## config.mk

```make
export PLATFORM = sky130hd
export DESIGN_NAME = sha256_byte_stream_hasher_core
export DESIGN_NICKNAME = d
export VERILOG_FILES = /design/src/rtl/core/sha_pkg.sv /design/src/rtl/core/sha_compress.sv /design/src/rtl/core/sha256_byte_stream_hasher_core.sv
export SDC_FILE = /design/constraint.sdc
export NUM_CORES = 2
export LEC_CHECK = 0
export BUFFER_PORTS_ARGS = -buffer_cell sky130_fd_sc_hd__buf_2
export CORE_AREA = 2 2 436 352
export DETAILED_ROUTE_END_ITERATION = 8
export DIE_AREA = 0 0 438 354
export PLACE_DENSITY = 0.84
export SYNTH_ARGS = -nofsm -noshare
export SYNTH_HDL_FRONTEND = slang
export SYNTH_SLANG_ARGS = --single-unit
```

## constraint.sdc

```tcl
create_clock -name clk -period 54.4 [get_ports clk]
set_input_delay 13.6 -clock clk [delete_from_list [all_inputs] [get_ports clk]]
set_output_delay 13.6 -clock clk [all_outputs]
set_load 0.01 [all_outputs]
```

## src/rtl/core/sha_pkg.sv

```systemverilog
`default_nettype none
package sha_pkg;

	typedef logic [31:0] word_t;

	localparam word_t INIT_H [8] = '{
		32'h6a09e667, 32'hbb67ae85, 32'h3c6ef372, 32'ha54ff53a,
		32'h510e527f, 32'h9b05688c, 32'h1f83d9ab, 32'h5be0cd19};

	localparam word_t ROUND_K [64] = '{
		32'h428a2f98, 32'h71374491, 32'hb5c0fbcf, 32'he9b5dba5, 32'h3956c25b, 32'h59f111f1,
		32'h923f82a4, 32'hab1c5ed5, 32'hd807aa98, 32'h12835b01, 32'h243185be, 32'h550c7dc3,
		32'h72be5d74, 32'h80deb1fe, 32'h9bdc06a7, 32'hc19bf174, 32'he49b69c1, 32'hefbe4786,
		32'h0fc19dc6, 32'h240ca1cc, 32'h2de92c6f, 32'h4a7484aa, 32'h5cb0a9dc, 32'h76f988da,
		32'h983e5152, 32'ha831c66d, 32'hb00327c8, 32'hbf597fc7, 32'hc6e00bf3, 32'hd5a79147,
		32'h06ca6351, 32'h14292967, 32'h27b70a85, 32'h2e1b2138, 32'h4d2c6dfc, 32'h53380d13,
		32'h650a7354, 32'h766a0abb, 32'h81c2c92e, 32'h92722c85, 32'ha2bfe8a1, 32'ha81a664b,
		32'hc24b8b70, 32'hc76c51a3, 32'hd192e819, 32'hd6990624, 32'hf40e3585, 32'h106aa070,
		32'h19a4c116, 32'h1e376c08, 32'h2748774c, 32'h34b0bcb5, 32'h391c0cb3, 32'h4ed8aa4a,
		32'h5b9cca4f, 32'h682e6ff3, 32'h748f82ee, 32'h78a5636f, 32'h84c87814, 32'h8cc70208,
		32'h90befffa, 32'ha4506ceb, 32'hbef9a3f7, 32'hc67178f2};

	localparam logic [7:0] PAD_BYTE = 8'h80;
	localparam logic [5:0] LEN_POS  = 6'd56;

	// compression unit interface
	typedef struct packed {
		logic start;
		logic init;
	} cmp_ctl_t;

	typedef struct packed {
		logic busy;
	} cmp_sts_t;

endpackage
`default_nettype wire

```

## src/rtl/core/sha_compress.sv

```systemverilog
`default_nettype none
module sha_compress import sha_pkg::*; (
	input  wire logic        clk,
	input  wire logic        arst_n,
	input  wire cmp_ctl_t    ctl,
	input  wire logic [31:0] blk_word,
	output logic [3:0]       blk_idx,
	input  wire logic [2:0]  hrd_idx,
	output word_t            hrd_word,
	output cmp_sts_t         sts
);
	// one round per cycle, 64 rounds then a fold into the chaining words
	word_t   h_q [8];
	word_t   v_q [8];
	word_t   w_q [16];
	logic [6:0] rnd_q;
	logic       busy_q;

	word_t w_t, s0, s1, big0, big1, ch, mj, t1;
	logic [5:0] t;

	assign t = rnd_q[5:0];
	assign blk_idx = t[3:0];
	assign sts.busy = busy_q;
	assign hrd_word = h_q[hrd_idx];

	always_comb begin
		s0 = {w_q[1][6:0], w_q[1][31:7]} ^ {w_q[1][17:0], w_q[1][31:18]} ^ (w_q[1] >> 3);
		s1 = {w_q[14][16:0], w_q[14][31:17]} ^ {w_q[14][18:0], w_q[14][31:19]}
			^ (w_q[14] >> 10);
		w_t = (t < 6'd16) ? blk_word : w_q[0] + s0 + w_q[9] + s1;
		big1 = {v_q[4][5:0], v_q[4][31:6]} ^ {v_q[4][10:0], v_q[4][31:11]}
			^ {v_q[4][24:0], v_q[4][31:25]};
		ch = (v_q[4] & v_q[5]) ^ (~v_q[4] & v_q[6]);
		t1 = v_q[7] + big1 + ch + ROUND_K[t] + w_t;
		big0 = {v_q[0][1:0], v_q[0][31:2]} ^ {v_q[0][12:0], v_q[0][31:13]}
			^ {v_q[0][21:0], v_q[0][31:22]};
		mj = (v_q[0] & v_q[1]) ^ (v_q[0] & v_q[2]) ^ (v_q[1] & v_q[2]);
	end

	always_ff @(posedge clk or negedge arst_n) begin
		if (!arst_n) begin
			busy_q <= 1'b0;
			rnd_q  <= '0;
			h_q    <= INIT_H;
		end else if (ctl.init) begin
			h_q <= INIT_H;
		end else if (ctl.start && !busy_q) begin
			busy_q <= 1'b1;
			rnd_q  <= '0;
		end else if (busy_q) begin
			if (rnd_q == 7'd64) begin
				for (int i = 0; i < 8; i++) h_q[i] <= h_q[i] + v_q[i];
				busy_q <= 1'b0;
			end else begin
				rnd_q <= rnd_q + 7'd1;
			end
		end
	end

	always_ff @(posedge clk) begin
		if (ctl.start && !busy_q) begin
			v_q <= h_q;
		end else if (busy_q && rnd_q != 7'd64) begin
			for (int i = 0; i < 15; i++) w_q[i] <= w_q[i+1];
			w_q[15] <= w_t;
			v_q[7] <= v_q[6]; v_q[6] <= v_q[5]; v_q[5] <= v_q[4];
			v_q[4] <= v_q[3] + t1;
			v_q[3] <= v_q[2]; v_q[2] <= v_q[1]; v_q[1] <= v_q[0];
			v_q[0] <= t1 + big0 + mj;
		end
	end
endmodule
`default_nettype wire

```

## src/rtl/core/sha256_byte_stream_hasher_core.sv

```systemverilog
`default_nettype none
// SHA-256 over a byte stream.
// Input channel (in_valid/in_stall): req_type 0 absorbs data_byte, req_type 1
// finishes the message. Output channel (out_valid/out_stall): eight digest
// words, H0 first, word_index 0..7, last_word on the eighth.
// A data byte that completes a 64-byte block starts its compression: 64
// rounds of one shared round unit plus a fold into the chaining words, and
// in_stall stays high until the fold is done.
// A finish writes padding one byte per cycle while the round unit is idle (up
// to 64 plus 8 length bytes) with one or two compressions, then presents the
// digest, one word per accepted output cycle.
// A stalled output word holds; no new input is taken until the last digest
// word is accepted, after which the hasher restarts with the initial values.
// Reset (arst_n low) clears lengths, fill count and chaining words at once.
module sha256_byte_stream_hasher_core import sha_pkg::*; (
	input  wire logic        clk,
	input  wire logic        arst_n,
	input  wire logic        in_valid,
	output logic             in_stall,
	input  wire logic        req_type,
	input  wire logic [7:0]  data_byte,
	output logic             out_valid,
	input  wire logic        out_stall,
	output logic [31:0]      digest_word,
	output logic [2:0]       word_index,
	output logic             last_word
);
	typedef enum logic [4:0] {
		ST_IDLE = 5'b00001,
		ST_WAIT = 5'b00010,
		ST_PAD  = 5'b00100,
		ST_LEN  = 5'b01000,
		ST_OUT  = 5'b10000
	} state_t;

	state_t      state_q;
	logic [31:0] buf_q [16];
	logic [5:0]  fill_q;
	logic [60:0] len_q;
	logic [63:0] bits_q;
	logic [2:0]  lcnt_q;
	logic [2:0]  oidx_q;
	logic        fin_q;
	logic [3:0]  blk_idx;
	cmp_ctl_t    ctl;
	cmp_sts_t    sts;
	word_t       hrd_word;
	logic        wr_en;
	logic [7:0]  wr_byte;
	logic [31:0] blk_word;

	// block buffer holds big-endian words; the round unit reads one per cycle
	assign blk_word = buf_q[blk_idx];

	sha_compress u_cmp (
		.clk(clk), .arst_n(arst_n), .ctl(ctl), .blk_word(blk_word),
		.blk_idx(blk_idx), .hrd_idx(oidx_q), .hrd_word(hrd_word), .sts(sts)
	);

	assign in_stall    = (state_q != ST_IDLE);
	assign out_valid   = (state_q == ST_OUT);
	assign digest_word = hrd_word;
	assign word_index  = oidx_q;
	assign last_word   = (oidx_q == 3'd7);

	// byte writer: data, pad, or length byte
	always_comb begin
		wr_en   = 1'b0;
		wr_byte = data_byte;
		unique case (state_q)
			ST_IDLE: begin
				wr_en   = in_valid;
				wr_byte = req_type ? PAD_BYTE : data_byte;
			end
			ST_PAD: begin
				wr_en   = !sts.busy && fill_q != LEN_POS;
				wr_byte = 8'd0;
			end
			ST_LEN: begin
				wr_en   = !sts.busy;
				wr_byte = bits_q[63:56];
			end
			default: ;
		endcase
		ctl.start = wr_en && fill_q == 6'd63;
		ctl.init  = (state_q == ST_OUT) && !out_stall && oidx_q == 3'd7;
	end

	always_ff @(posedge clk) begin
		if (wr_en) buf_q[fill_q[5:2]][{~fill_q[1:0], 3'd0} +: 8] <= wr_byte;
	end

	always_ff @(posedge clk or negedge arst_n) begin
		if (!arst_n) begin
			state_q <= ST_IDLE;
			fill_q  <= '0;
			len_q   <= '0;
			bits_q  <= '0;
			lcnt_q  <= '0;
			oidx_q  <= '0;
			fin_q   <= 1'b0;
		end else begin
			if (wr_en) fill_q <= fill_q + 6'd1;
			unique case (state_q)
				ST_IDLE: if (in_valid) begin
					if (req_type) begin
						bits_q  <= {len_q, 3'd0};
						state_q <= ST_PAD;
					end else begin
						len_q <= len_q + 61'd1;
						if (fill_q == 6'd63) state_q <= ST_WAIT;
					end
				end
				ST_WAIT: if (!sts.busy && !ctl.start) begin
					// hold until the round unit has folded the block
					state_q <= fin_q ? ST_OUT : ST_IDLE;
				end
				ST_PAD: if (!sts.busy && fill_q == LEN_POS) begin
					lcnt_q  <= '0;
					state_q <= ST_LEN;
				end
				ST_LEN: if (!sts.busy) begin
					bits_q <= {bits_q[55:0], 8'd0};
					lcnt_q <= lcnt_q + 3'd1;
					if (lcnt_q == 3'd7) begin
						fin_q   <= 1'b1;
						oidx_q  <= '0;
						state_q <= ST_WAIT;
					end
				end
				ST_OUT: if (!out_stall) begin
					oidx_q <= oidx_q + 3'd1;
					if (oidx_q == 3'd7) begin
						fin_q   <= 1'b0;
						len_q   <= '0;
						fill_q  <= '0;
						state_q <= ST_IDLE;
					end
				end
				default: state_q <= ST_IDLE;
			endcase
		end
	end
endmodule
`default_nettype wire
```

---- Word level (Yosys, flattened, before mapping) ----
Memories as Yosys holds them, arrays and structs flattened.
Index checks and enable logic that the tools add are counted.
storage, ports and cells
  flip-flop bits (word level) ............. 663
  RAM bits ................................ 1024
  memory bits (read-only) ................. 2048
  input bits .............................. 13
  output and inout bits ................... 38
  word-level logic and storage cells ...... 192
  memories kept ........................... 3
cells by class
  add/subtract/negate cells ............... 24
  $lt $le $gt $ge ......................... 3
  equality and inequality tests ........... 25
  shift operators ......................... 2
  multiplexer cells ....................... 62
  bitwise logic cells ..................... 21
  reduce and logical (&&, ||, !) cells .... 27
memory list
  name              words  bits a word  rd ports  clocked after memory_dff  write ports  RTL line                              RTL
  (name not given)  64     32           1         0                         0            sha_compress.sv:35                    t1 = v_q[7] + big1 + ch + ROUND_K[t] + w_t;
  buf_q             16     32           1         0                         1            sha256_byte_stream_hasher_core.sv:37  logic [31:0] buf_q [16];
  u_cmp.w_q         16     32           16        0                         16           sha_compress.sv:15                    word_t w_q [16];
operators with widths
  cell                                                                     count
  256-bit two-way mux                                                      6
  32-bit adder                                                             18
  32-bit XOR                                                               9
  61-bit two-way mux                                                       4
  32-bit two-way mux                                                       6
  64-bit two-way mux                                                       3
  32-bit AND                                                               5
  64-bit case mux with 2 select lines                                      1
  61-bit case mux with 2 select lines                                      1
  32-bit binary-select mux with 3-bit select                               1
  61-bit by 1-bit adder with 61-bit output (second input constant)         1
  5-bit two-way mux                                                        10
  32-bit inverter                                                          1
  8-bit by 7-bit variable shift with 32-bit output (first input constant)  1
  8-bit by 7-bit indexed part select with 32-bit output                    1
  32-bit by 22-bit XOR with 32-bit output                                  1
  32-bit by 29-bit XOR with 32-bit output                                  1
  5-bit case mux with 5 select lines                                       1
  6-bit two-way mux                                                        4
  8-bit case mux with 3 select lines                                       1
  7-bit two-way mux                                                        3
  2-bit inequality test (second input constant)                            9
  2-bit nonzero test                                                       8
  3-bit two-way mux                                                        5
  35 further kinds                                                         63

---- Longest topological paths before layout ----
  depth in word-level cells ............... 11
  depth in mapped cells ................... 45
  mapped depth without buffers ............ 45

---- Hierarchy ----
Synthesis repeated with hierarchy kept, for this count alone.
unflattened totals
  cells, all modules ...................... 8147
  area total of the unflattened synthesis .. 93848.8 µm²
by module, submodules not included
  module                          times used  cells each  area each (µm²)  seq. area each (µm²)
  sha_compress                    1           6454        66779.0          29838.6
  sha256_byte_stream_hasher_core  1           1693        27069.7          18879.4

---- Worst setup path after synthesis ----
Ideal clock, no wire load.
  kind .................................... input -> register
  start point ............................. in in_valid
  end point ............................... reg u_cmp.v_q[0] (netlist bit), enable pin
  library setup time ...................... 880 ps
  data arrival time ....................... 24837 ps
  data required time ...................... 53520 ps
  setup slack ............................. 28683 ps
  stages .................................. 5
  path buffers ............................ 1
  cell sequence ........................... a21o_1 buf_2 nand2_1 o21a_1 nor2_1
on the way
  word-level cells in the longest chain between the ends .. 4
ends and longest elaborated chain
  what                                 RTL line                              RTL
  start: declaration                   sha256_byte_stream_hasher_core.sv:18  input wire logic in_valid,
  1-bit case mux with 3 select lines   sha256_byte_stream_hasher_core.sv:70  unique case (state_q)
  1-bit logical AND                    sha256_byte_stream_hasher_core.sv:85  ctl.start = wr_en && fill_q == 6'd63;
  1-bit logical AND                    sha_compress.sv:62                    if (ctl.start && !busy_q) begin
  2-bit nonzero test (no source line)  --
  end signal: assignment               sha_compress.sv:63                    v_q <= h_q;
  end: declaration                     sha_compress.sv:14                    word_t v_q [8];
Every way passes these cells.
A chain may end at the register's enable or synchronous reset.

---- Final worst setup path ----
  start point ............................. reg oidx_q[0], in the netlist word_index[0]
  end point ............................... out digest_word[8]
on the way
  word-level cells in the longest chain between the ends .. 4
ends and longest elaborated chain
  what                                                    RTL line                               RTL
  start: declaration                                      sha256_byte_stream_hasher_core.sv:42   logic [2:0] oidx_q;
  start signal: assignment                                sha256_byte_stream_hasher_core.sv:132  oidx_q <= oidx_q + 3'd1;
  3-bit inverter with 4-bit output (not written as such)  sha_compress.sv:25                     assign hrd_word = h_q[hrd_idx];
  32-bit binary-select mux with 3-bit select              sha_compress.sv:25
  32-bit two-way mux (not written as such) (2 in a row)   sha_compress.sv:25
  end: declaration                                        sha256_byte_stream_hasher_core.sv:24   output logic [31:0] digest_word,
Every way passes these cells. The select of a mux whose other input is x is not followed.

==> run metrics <==
outcome=completed; Routed Antenna Nets=0; Tot GR Track Use=34.1%; # IOs=51; die area=155000 µm²; Critical-path top delay cell=dfrtp_4; Inst Count DP=9324; die height=354 µm; final hold vios=0; Critical Path Fanout Max=42; total power=roughly 2.6 mW; ys async rst share=around a quarter; Leak Pwr=a little under 40 nW; WS Path Type=reg -> out; Rel. slew slack=15.7%; CTS H-tree lvls=4; first-pass GRT wire length=between 300000 and 400000 µm; CTS sink count=1684; Area contributors post-synth=edfxtp_1 (41%), dfrtp_1 (7.2%), mux4_2 (5.6%); Area Overhead vs Synth=8.14%; Die X=between 400 and 500 µm; Avg Synthesized Cell Area=about 12 µm²; Slew @ Worst Pin=1.27 ns; dominant cell type by area after synthesis=edfxtp_1; Worst IR Drop VDD=32.0 µV; CP cell instances=buf_4 > mux4_2 > mux2_2 > buf_2; Worst EP arrival=3.59 ns; worst setup margin=37.21 ns; most frequent cells after synthesis=edfxtp_1 (1280), nand2_1 (617), a21oi_1 (519), nor2_1 (470), ha_1 (414); RD Place Congestion=roughly 1; Synth cell types=99; drt pass-1 iters=6; grt total ovfl=0; Clock Skews=around 0.05 ns; cts hold-fix bufs=0; RSZ-0062 raised after global routing=no; Mapped Area=92800 µm²; crit path from=word_index[0]; Synth Register Bits=1684; TritonCTS clock tree=done; pin count of the biggest net entering global routing=203; drc violations=0; path type of the worst min-delay path=reg -> reg; setup bufs post-CTS=0; Post-synth top flop=edfxtp_1; CP endpoint kind=output pin; first-iteration detailed-routing DRC count=9296; Post-Place Setup Slack=37.30 ns; final period utilization=a little under a third; CP Launch Type=register; count of port buffers added during placement=50; wire per inst=27.5 µm; Worst EP required=40.80 ns; layout cells sized above 1=13.3%; Cells after Synth=around 7500; Starting Density=61.5%; core area=151000 µm²; Hold Slack=0.406 ns; total CTS buffers=162; Placement Rows=128; Layout Cells excl Fill=a little under 10000; CTS clk-pin slew, worst paths=0.07 ns; Fin Setup TNS=0 ns; Pwr per Cell Area=25.4 nW/µm²; vias post-DR=roughly 64000; # setup viols final=0; count leader, synth=edfxtp_1; fmax=58.2 MHz; Slew Viols, Final=0; Max stage delay on crit path=1.03 ns; syn_nets=8160; detailed-placement wirelength estimate=between 150000 and 200000 µm; Period minus WS final=17.19 ns; worst skew pair latency=~0.88 ns; share of the synthesized area in the top cell type=41.4%; fin nets=8095; Max clock buf depth=3; hold_sp=u_cmp.w_q[1][147]; DR vias/cell=roughly 6.7; sequential share of the synthesized area=52.5%; r2r startpoint=u_cmp.rnd_q[1]; number of enable flip-flop cells after synthesis=1280; post-CTS sizing=0; vias in the first global route=approximately 62000; Yosys warnings=0; DRT Wirelength=265000 µm; initial antenna violation count=7; # Max-Cap Violations=0; root buf cell=clkbuf_16
-- registers in the layout (all words and copies together) (netlist names) --
signal       cells
bits_q          61
buf_q          512
fill_q           6
fin_q            1
lcnt_q           3
len_q           61
state_q          5
u_cmp.h_q      256
u_cmp.rnd_q      7
u_cmp.sts        1
u_cmp.v_q      256
u_cmp.w_q      512
word_index       3
-- critical path: cells and delay by family, from the launching register on --
kind	cells	cell delay, ns
DFF	1	1.03
buffers and inverters	2	0.73
muxes	2	0.94
-- power breakdown --
| group | internal [mW] | switching (mW) | leakage (nW) | total (mW) |
|---|---|---|---|---|
| Clock | 0.646 | 0.529 | 2.62 | 1.17 |
| Combinational | 0.00278 | 0.00811 | 18.5 | 0.0109 |
| Sequential | 1.37 | 0.00102 | 17.3 | 1.37 |
-- kinds of logic after synthesis --
| family | count (synthesis) | synth area share, % |
|---|---|---|
| buf+inv | 728 | 2.98 |
| simple gates | 1653 | 8.11 |
| fa+ha+maj | 614 | 9.84 |
| flops | 1684 | 52.5 |
| compound gates | 1683 | 11.3 |
| xor+xnor | 619 | 5.86 |
| mux | 557 | 9.42 |
-- per-layer routing --
layer / global-route usage [%] / vias up / routed length, µm
li1: - / 27600 / -
met1: 48.9 / 31800 / 105000
met2: 49.9 / 4013 / 117000
met3: 9.79 / 703 / 33000
met4: 12.4 / 10 / 9930
met5: 0 / - / 64
-- worst paths after layout --
path	slack [ns]	to	cells past startpoint
max in group asynchronous	39.59	len_q[31]	3
min	0.41	u_cmp.w_q[1][115]	0
min in group asynchronous	12.70	u_cmp.h_q[163]	1
min reg2reg	0.41	u_cmp.w_q[1][115]	0
max reg2reg	41.66	u_cmp.v_q[252]	37
max	37.21	digest_word[8]	4
-- area by class of cell --
cell class | instances | area [µm²]
antenna | 1 | 2.50
clock buffer | 220 | 4460
clock inverter | 84 | 1020
fill | 10600 | 50500
inverter | 389 | 1460
multi-input combinational | 5126 | 41400
sequential | 1684 | 48700
tap | 2015 | 2520
timing repair buffer | 110 | 761
-- through the flow --
| step | cell area, µm² | util [%] |
|---|---|---|
| global route | 100000 | 66.6 |
| floorplan | 92800 | - |
| finish | 100000 | 66.6 |
| CTS | 100000 | 66.6 |
| detailed placement | 94900 | 62.9 |
| global placement | 94900 | 62.9 |
-- cell usage in the layout, fill, tap and decap left out, drive strengths merged, types with 56 or more instances in the layout --
cell    synthesis  routed
nor2          471     471
o21a           66      66
xnor2         375     375
nand3         106     106
buf            82     110
dfstp         137     137
o211ai         95      95
ha            414     414
inv           385     391
a21oi         521     521
o21ai         424     424
a21o          201     201
xor2          243     243
fa            195     195
mux2          227     227
mux4          231     231
nor2b          56      56
a211oi         61      61
edfxtp       1280    1280
mux2i          99      99
clkbuf        257     220
nand2         617     617
dfrtp         267     267
clkinv          4      62
nor3           83      83
nand2b         67      67
(Power assumes the default switching activity.)
